<file path="src/design/tuzs_pkg.sv">
// Types and constants shared by the time-of-use zone select block.
// No dependencies; every other file in this folder refers to it by scoped names.

package tuzs_pkg;

	localparam int REG_W = 64;
	localparam int ADDR_W = 5;
	localparam logic [7:0] DEFAULT_TARIFF = 8'h01;

	typedef enum logic [1:0] {
		REG_ZONE_COUNT    = 2'd0,
		REG_START_HOURS   = 2'd1,
		REG_START_MINUTES = 2'd2,
		REG_TARIFF_MAP    = 2'd3
	} reg_idx_t;

	typedef struct packed {
		logic [5:0] hour_bcd;
		logic [6:0] minute_bcd;
	} tod_word_t;

	typedef struct packed {
		logic [7:0] tariff;
		logic       zone_changed;
		logic       used_default;
	} zone_word_t;

	typedef struct packed {
		logic [3:0]       zone_count;
		logic [REG_W-1:0] start_hours;
		logic [REG_W-1:0] start_minutes;
		logic [REG_W-1:0] tariff_map;
	} cfg_t;

endpackage

</file>
<file path="src/design/time_of_use_zone_select_core.sv">
// Top level of the time-of-use zone selector: input register, select logic, result register.
// Depends on tuzs_pkg, tuzs_regs and tuzs_select.
//
//   channel  | handshake                    | word
//   ---------+------------------------------+-------------------------------------
//   tod      | tod_valid / tod_stall        | hour_bcd, minute_bcd
//   zone     | zone_valid / zone_stall      | tariff, zone_changed, used_default
//   config   | psel, penable, pwrite, pready| 64-bit registers at byte address 8*i
//
// One word per cycle while zone_stall is low; words pass the input, then the result register.
// The previous-tariff register closes a loop through the select logic.
// Reset clears configuration, valid flags and the previous tariff to zero.
// A stalled result holds; the input register keeps accepting while the result register drains.

module time_of_use_zone_select_core #(
	parameter int MAX_ZONES = 8
) (
	input  logic                        clk,
	input  logic                        arst_n,
	input  logic                        tod_valid,
	output logic                        tod_stall,
	input  tuzs_pkg::tod_word_t         tod,
	output logic                        zone_valid,
	input  logic                        zone_stall,
	output tuzs_pkg::zone_word_t        zone,
	input  logic                        psel,
	input  logic                        penable,
	input  logic                        pwrite,
	input  logic [tuzs_pkg::ADDR_W-1:0] paddr,
	input  logic [tuzs_pkg::REG_W-1:0]  pwdata,
	output logic [tuzs_pkg::REG_W-1:0]  prdata,
	output logic                        pready
);

	tuzs_pkg::cfg_t       cfg;
	tuzs_pkg::tod_word_t  tod_s1;
	logic                 valid_s1;
	tuzs_pkg::zone_word_t zone_s2;
	logic                 valid_s2;
	tuzs_pkg::zone_word_t sel_result;
	logic [7:0]           prev_tariff_q;
	logic                 adv_s2;
	logic                 load_s1;

	tuzs_regs u_regs (
		.clk     (clk),
		.arst_n  (arst_n),
		.psel    (psel),
		.penable (penable),
		.pwrite  (pwrite),
		.paddr   (paddr),
		.pwdata  (pwdata),
		.prdata  (prdata),
		.pready  (pready),
		.cfg     (cfg)
	);

	tuzs_select #(
		.MAX_ZONES (MAX_ZONES)
	) u_select (
		.cfg         (cfg),
		.tod         (tod_s1),
		.prev_tariff (prev_tariff_q),
		.result      (sel_result)
	);

	assign adv_s2    = !valid_s2 || !zone_stall;
	assign load_s1   = !valid_s1 || adv_s2;
	assign tod_stall = !load_s1;

	always_ff @(posedge clk or negedge arst_n) begin
		if (!arst_n) begin
			valid_s1 <= 1'b0;
		end else if (load_s1) begin
			valid_s1 <= tod_valid;
		end
	end

	always_ff @(posedge clk) begin
		if (load_s1 && tod_valid) begin
			tod_s1 <= tod;
		end
	end

	always_ff @(posedge clk or negedge arst_n) begin
		if (!arst_n) begin
			valid_s2      <= 1'b0;
			prev_tariff_q <= '0;
		end else if (adv_s2) begin
			valid_s2 <= valid_s1;
			if (valid_s1) begin
				prev_tariff_q <= sel_result.tariff;
			end
		end
	end

	always_ff @(posedge clk) begin
		if (adv_s2 && valid_s1) begin
			zone_s2 <= sel_result;
		end
	end

	assign zone_valid = valid_s2;
	assign zone       = zone_s2;

`ifndef SYNTHESIS
	a_default_tariff: assert property (@(posedge clk) disable iff (!arst_n)
		(zone_valid && zone.used_default) |-> (zone.tariff == tuzs_pkg::DEFAULT_TARIFF))
		else $error("default result carries a non-default tariff");

	a_prev_tracks: assert property (@(posedge clk) disable iff (!arst_n)
		(valid_s1 && adv_s2) |=> (prev_tariff_q == zone.tariff && zone_valid))
		else $error("previous tariff does not follow the last result");

	a_stall_full: assert property (@(posedge clk) disable iff (!arst_n)
		tod_stall |-> (valid_s1 && valid_s2 && zone_stall))
		else $error("input stalled with room in the pipeline");

	a_zero_count: assert property (@(posedge clk) disable iff (!arst_n)
		(valid_s1 && adv_s2 && cfg.zone_count == 4'd0) |=> zone.used_default)
		else $error("zero zone count did not select the default");
`endif

endmodule

</file>
<file path="src/design/tuzs_regs.sv">
// Configuration register file with an APB-style write/read port.
// Depends on tuzs_pkg for the register index codes and the cfg_t bundle.

module tuzs_regs (
	input  logic                      clk,
	input  logic                      arst_n,
	input  logic                      psel,
	input  logic                      penable,
	input  logic                      pwrite,
	input  logic [tuzs_pkg::ADDR_W-1:0] paddr,
	input  logic [tuzs_pkg::REG_W-1:0]  pwdata,
	output logic [tuzs_pkg::REG_W-1:0]  prdata,
	output logic                      pready,
	output tuzs_pkg::cfg_t            cfg
);

	tuzs_pkg::cfg_t   cfg_q;
	tuzs_pkg::reg_idx_t idx;
	logic             wr_en;

	assign idx    = tuzs_pkg::reg_idx_t'(paddr[4:3]);
	assign pready = 1'b1;
	assign wr_en  = psel && penable && pwrite && pready;
	assign cfg    = cfg_q;

	always_ff @(posedge clk or negedge arst_n) begin
		if (!arst_n) begin
			cfg_q <= '0;
		end else if (wr_en) begin
			case (idx)
				tuzs_pkg::REG_ZONE_COUNT:    cfg_q.zone_count    <= pwdata[3:0];
				tuzs_pkg::REG_START_HOURS:   cfg_q.start_hours   <= pwdata;
				tuzs_pkg::REG_START_MINUTES: cfg_q.start_minutes <= pwdata;
				tuzs_pkg::REG_TARIFF_MAP:    cfg_q.tariff_map    <= pwdata;
				default: ;
			endcase
		end
	end

	always_comb begin
		case (idx)
			tuzs_pkg::REG_ZONE_COUNT:    prdata = {60'd0, cfg_q.zone_count};
			tuzs_pkg::REG_START_HOURS:   prdata = cfg_q.start_hours;
			tuzs_pkg::REG_START_MINUTES: prdata = cfg_q.start_minutes;
			tuzs_pkg::REG_TARIFF_MAP:    prdata = cfg_q.tariff_map;
			default:                     prdata = '0;
		endcase
	end

endmodule

</file>
<file path="src/design/tuzs_select.sv">
// Zone selection: parallel start-time compares, first-match pick, tariff lookup.
// Depends on tuzs_pkg for the word types, cfg_t and the default tariff.

module tuzs_select #(
	parameter int MAX_ZONES = 8
) (
	input  tuzs_pkg::cfg_t      cfg,
	input  tuzs_pkg::tod_word_t tod,
	input  logic [7:0]          prev_tariff,
	output tuzs_pkg::zone_word_t result
);

	localparam int CW = $clog2(MAX_ZONES + 1);

	logic [CW-1:0]        count;
	logic [MAX_ZONES-1:0] after_now;
	logic [CW-1:0]        first_k;
	logic                 found;
	logic [CW-1:0]        slot;
	logic [2:0]           map_idx;
	logic [7:0]           map_tariff;
	logic [7:0]           tariff;
	logic [7:0]           hour;
	logic [7:0]           minute;

	assign count = (cfg.zone_count > 4'(MAX_ZONES)) ? CW'(MAX_ZONES) : CW'(cfg.zone_count);
	assign hour   = {2'd0, tod.hour_bcd};
	assign minute = {1'd0, tod.minute_bcd};

	always_comb begin
		for (int k = 0; k < MAX_ZONES; k++) begin
			after_now[k] = (CW'(k) < count) &&
				((cfg.start_hours[k*8 +: 8] > hour) ||
				 ((cfg.start_hours[k*8 +: 8] == hour) &&
				  (cfg.start_minutes[k*8 +: 8] > minute)));
		end
	end

	always_comb begin
		first_k = '0;
		found   = 1'b0;
		for (int k = MAX_ZONES - 1; k >= 0; k--) begin
			if (after_now[k]) begin
				first_k = CW'(k);
				found   = 1'b1;
			end
		end
	end

	assign slot       = (found && (first_k != '0)) ? first_k : count;
	assign map_idx    = 3'(slot - CW'(1));
	assign map_tariff = cfg.tariff_map[map_idx*8 +: 8];
	assign tariff     = (count == '0) ? tuzs_pkg::DEFAULT_TARIFF : map_tariff;

	assign result.tariff       = tariff;
	assign result.zone_changed = (tariff != prev_tariff);
	assign result.used_default = (count == '0);

endmodule
</file>
<file path="config.mk">
export PLATFORM = sky130hd
export DESIGN_NAME = time_of_use_zone_select_core
export DESIGN_NICKNAME = d
export VERILOG_FILES = /design/src/design/tuzs_pkg.sv /design/src/design/time_of_use_zone_select_core.sv /design/src/design/tuzs_regs.sv /design/src/design/tuzs_select.sv
export SDC_FILE = /design/constraint.sdc
export NUM_CORES = 1
export LEC_CHECK = 0
export BUFFER_PORTS_ARGS = -buffer_cell sky130_fd_sc_hd__buf_4
export CAP_MARGIN = 30
export CORE_MARGIN = 5
export CORE_UTILIZATION = 35
export CTS_BUF_LIST = sky130_fd_sc_hd__clkbuf_16
export CTS_CLUSTER_SIZE = 20
export DETAILED_ROUTE_END_ITERATION = 10
export HOLD_SLACK_MARGIN = 0.03
export SYNTH_ARGS = -nofsm -noshare
export SYNTH_HDL_FRONTEND = slang
export SYNTH_SLANG_ARGS = --single-unit
</file>
<file path="constraint.sdc">
create_clock -name clk -period 5.2 [get_ports clk]
set_input_delay 0 -clock clk [delete_from_list [all_inputs] [get_ports clk]]
set_output_delay 0 -clock clk [all_outputs]
set_load 0.01 [all_outputs]
</file>
# == Word level (Yosys, flattened, before mapping) ==
# Cells that the tools add are included.
# Widths: inputs -> output; s select.
# word_totals
reg_bits,229
inputBits,89
# classes
n_eq_ne,12
addsub,1
shift,1
muxes,20
reduce_logical,43
magnitude_cmp,25
# op_table
cell,count
$pmux 64 s4,1
$eq 8x6->1,8
$gt 8x6->1,8
$gt 8x7->1,8
$shiftx 64x7->8,1
$mux 3,9
$logic_and 1x1->1,21
$lt 3x4->1 const A,4
$logic_or 1x1->1,10
$reduce_and 2->1,5
$lt 1x4->1 const A,2
$lt 2x4->1 const A,2
$mux 1,8
$mux 8,1
$ne 8x8->1,1
$eq 2x2->1 const B,2
$gt 4x4->1 const B,1
$logic_not 1->1,4
$logic_not 4->1,1
$mux 4,1
$reduce_bool 4->1,1
$sub 3x1->3 const B,1
$eq 2x1->1 const B,1
$logic_not 2->1,1

# == Longest topological paths before layout ==
# depth
word_depth,19
ltp_mapped,20
depth_no_buf,20

# == By module ==
# Synthesis repeated with hierarchy kept, for this count alone.
# unflattened
cells_unflattened,1068
area_unflattened_um2,13631.8
# modules_own_cells
mod,seq_area_each_um2,instances,cells_each,area_per_inst_um2
tuzs_regs,4904.7,1,566,8974.9
tuzs_select,0.0,1,455,3577.2
time_of_use_zone_select_core,940.9,1,47,1079.8

# == Least setup slack after synthesis ==
# No wires, ideal clock.
# synth_path
kind,register to register
start,register tod_s1[5] (netlist name)
end,"register zone_s2 (netlist bit zone[1]), data pin"
slack_ns,0.818
period_less_slack_ns,4.382
path_stages_with_launch,20
path_buffers,0
t_arrival_ns,4.109
t_required_ns,4.927
cell_sequence,edfxtp_1 > inv_1 > ha_1 > a21o_1 > a211oi_1 > o211ai_1 > o221ai_1 > o21bai_1 > o311ai_0 > o21a_4 > nand2_2 > inv_2 > ha_1 > or3_1 > mux2i_1 > o221ai_1 > nor4bb_4 > xor2_1 > nor4_1 > nand4_1
# synth_rtl
element,line_no,rtl
"start, declared",time_of_use_zone_select_core.sv:36,tuzs_pkg::tod_word_t tod_s1;
"start signal, assigned",time_of_use_zone_select_core.sv:81,tod_s1 <= tod;
"end signal, assigned",time_of_use_zone_select_core.sv:99,zone_s2 <= sel_result;
"end, declared",time_of_use_zone_select_core.sv:38,tuzs_pkg::zone_word_t zone_s2;

==> metrics <==
status completed; Core Region 0.03767 mm²; commonest non-fill, non-tap cell in the layout mux2_2; setup violation total in the final timing report 0; Avg Cell Area, Syn 12.12 µm²; fin crit period 4.940 ns; first-pass GRT wire length 65.43 mm; Max Clock Freq 202.4 MHz; GRT overflow 0; reg2reg setup slack 0.26 ns; effective utilization at floorplan 35.44%; ANT cells 0; cell accounting for the most synthesized area dfrtp_1; worst setup margin 0.2603 ns; R2R depth 21; setup TNS 0 ns; asr flop ratio synth 89.96%; antenna violations before repair 0; Die W 205.3 µm; critical path required time 5.46 ns; Worst Skew 0.01660 ns; fin. max-slew vios 0; nets 1,556; Die H 205.3 µm; HP Class in -> async; launch point of the worst path tod_s1[11]$_DFFE_PP_; drt drc 0; largest net degree at the start of global routing 108; commonest non-fill, non-tap cells in the layout mux2_2 (247), dfrtp_1 (206), buf_4 (201); max-cap violation count 0; area grow syn2layout 27.75%; Cell Rows 71; fin util 45.27%; total number of vias 10,230; top cell type's share of synthesized area 38.62%; CTS buffer count 27; top cells by area, synth dfrtp_1 (39%), mux2_2 (21%), ha_1 (9.8%), edfxtp_1 (5.2%), a22o_1 (3.9%); Post-Syn Instances 1,101; Syn Nets 1,295; WP data arrival 5.20 ns; PD cells 459.4 mW/mm²; Antenna Violating Nets Remaining 0; RR Endpoint zone[1]$_DFFE_PP_; total track usage 20.15%; H-tree levels 1; Routed WL 43.14 mm; CTS tree built; sequential share of the synthesized area 43.79%; number of synthesized flops with an enable pin 23; worst skew pair latency 0.53 ns; crit start category register; LEAKAGE 7.757 nW; DR WL/cell 22.79 µm; Worst Tran Pin Value 0.9407 ns; critical path peak fanout 7; crit end category register; # clock sinks 229; Tcrit/Tclk final 94.99%; count of port buffers added during placement 161; clk buf depth 3; cell area after synthesis 0.01335 mm²; GP Congestion 0.8900; initial drt markers 465; fillers 3,562; unique cell type count in the Yosys netlist 81; layout cells sized above 1 38.42%; yosys warns 0; Max IR drop VDD 0.2743 mV; cell area after placement 0.01536 mm²; post-DP HPWL 31.13 mm; crit path kind reg -> reg; Main synth FF type dfrtp_1; RSZ-0062 raised after global routing false; root buffer cell clkbuf_16; design area 0.01705 mm²; Worst slew margin 36.92%; Hold Violations, Final 0; # IOs 166; placed cell count 1,760; r2r startpoint tod_s1[11]$_DFFE_PP_; setup slack at placement 0.2769 ns; vias in the first global route 10,440; final std cells w/o fill 1,893; Yosys reg bits 229; Die ar. 0.04214 mm²; Worst-path clk slew 0.06 ns; Pre-Repair DR Iteration Count 5; vias per inst 5.404
## layer usage
layer	routed length, µm	track usage (%)	up-vias
li1	-	-	4710
met1	19950	28.61	5214
met2	20560	33.49	259
met3	1840	2.301	46
met4	784	4.043	0
met5	0	0	-
## cells in the mapped netlist (4+ instances only)
cell	count
xor2_1	6
nor3_1	9
o211ai_1	9
and3_1	22
clkbuf_1	37
dfrtp_1	206
o21a_1	6
nor2b_1	11
edfxtp_1	23
nand3_1	19
nand2b_1	9
a21boi_0	15
nand4b_1	5
mux2i_1	14
a21oi_1	18
a211oi_1	10
o21ai_1	4
a22o_1	60
nor2_1	19
buf_1	13
a2111oi_0	4
nand2_1	44
ha_1	105
nand4_1	11
nor4_1	8
mux4_2	4
o21ai_0	42
o2111ai_1	6
mux2_2	247
a21o_1	11
inv_1	38
a211o_1	5
## cell families (layout without fill, tap and decap cells)
group / count (synthesis) / after routing / synth area share [%]
xor gates and xnor gates: 8 / 8 / 0.5250
AOI/OAI and AO/OA: 223 / 223 / 12.78
DFF: 229 / 229 / 43.79
and+or+nand+nor: 174 / 174 / 7.396
adders and majority gates: 105 / 105 / 9.843
other: 1 / 1 / 0.02809
muxes: 268 / 268 / 22.92
buffers and inverters: 93 / 374 / 2.718
## cell type report
class                   count  area (µm²)  share of cell area [%]
multi-input cells         779        7216                   42.32
flip-flops and latches    229        5846                   34.28
repair buffers            286        2401                   14.08
clock buffers              27       675.6                   3.962
well taps                 511       639.4                   3.750
inverters                  39       153.9                  0.9026
clock inverters            22       120.1                  0.7044
## critical path, cell delays in order, from the launching register on
cell	delay, ns
edfxtp_1	0.37
clkinvlp_4	0.23
buf_4	0.22
ha_1	0.28
nand2_1	0.07
nor4_1	0.38
and3_1	0.23
a41oi_1	0.07
nand2_1	0.21
o311ai_0	0.22
o21a_4	0.25
nand2_2	0.07
inv_2	0.04
ha_1	0.29
or3_1	0.43
buf_4	0.17
mux2i_4	0.26
o221a_4	0.25
nor4bb_4	0.06
xor2_1	0.17
nor4_2	0.28
nand4_1	0.10
## registers in the layout, indices dropped and copies added (netlist names)
register,cells
prev_tariff_q,8
tod_s1,13
valid_s1,1
zone,10
zone_valid,1
u_regs.cfg,196
## how the worst max path moves through the flow
stage / endpoint / slack (ns)
final: zone[1]$_DFFE_PP_ / 0.26
after global routing: zone[1]$_DFFE_PP_ / 0.01
after CTS: zone[1]$_DFFE_PP_ / 0.24
after detailed placement: zone[1]$_DFFE_PP_ / 0.28
after global placement: zone[1]$_DFFE_PP_ / 0.32
after floorplan: zone[1]$_DFFE_PP_ / 0.82
## repair_timing
item                                   CTS  global route
setup endpoints to repair                0             1
endpoints found under the hold margin  320             0
buffers inserted                         0             3
resized for setup                        0            10
hold buffers                            81             0
## where the power goes
part	switching, W	total (W)	leakage, nW	internal (W)
Combinational	0.00176	0.00343	4.59	0.00167
Clock	0.000748	0.00173	0.419	0.000984
Sequential	0.000384	0.00267	2.74	0.00229
Total	0.00289	0.00783	7.76	0.00494
## through the flow
stage / total power (W) / hold slack (ns)
floorplan: 0.004656 / -0.2956
global placement: 0.005834 / 0.1457
detailed placement: 0.005905 / 0.1632
CTS: 0.007718 / 0.1598
global route: 0.008277 / 0.2005
finish: 0.007833 / 0.07209
No activity file was read; power rests on OpenSTA's default activity.
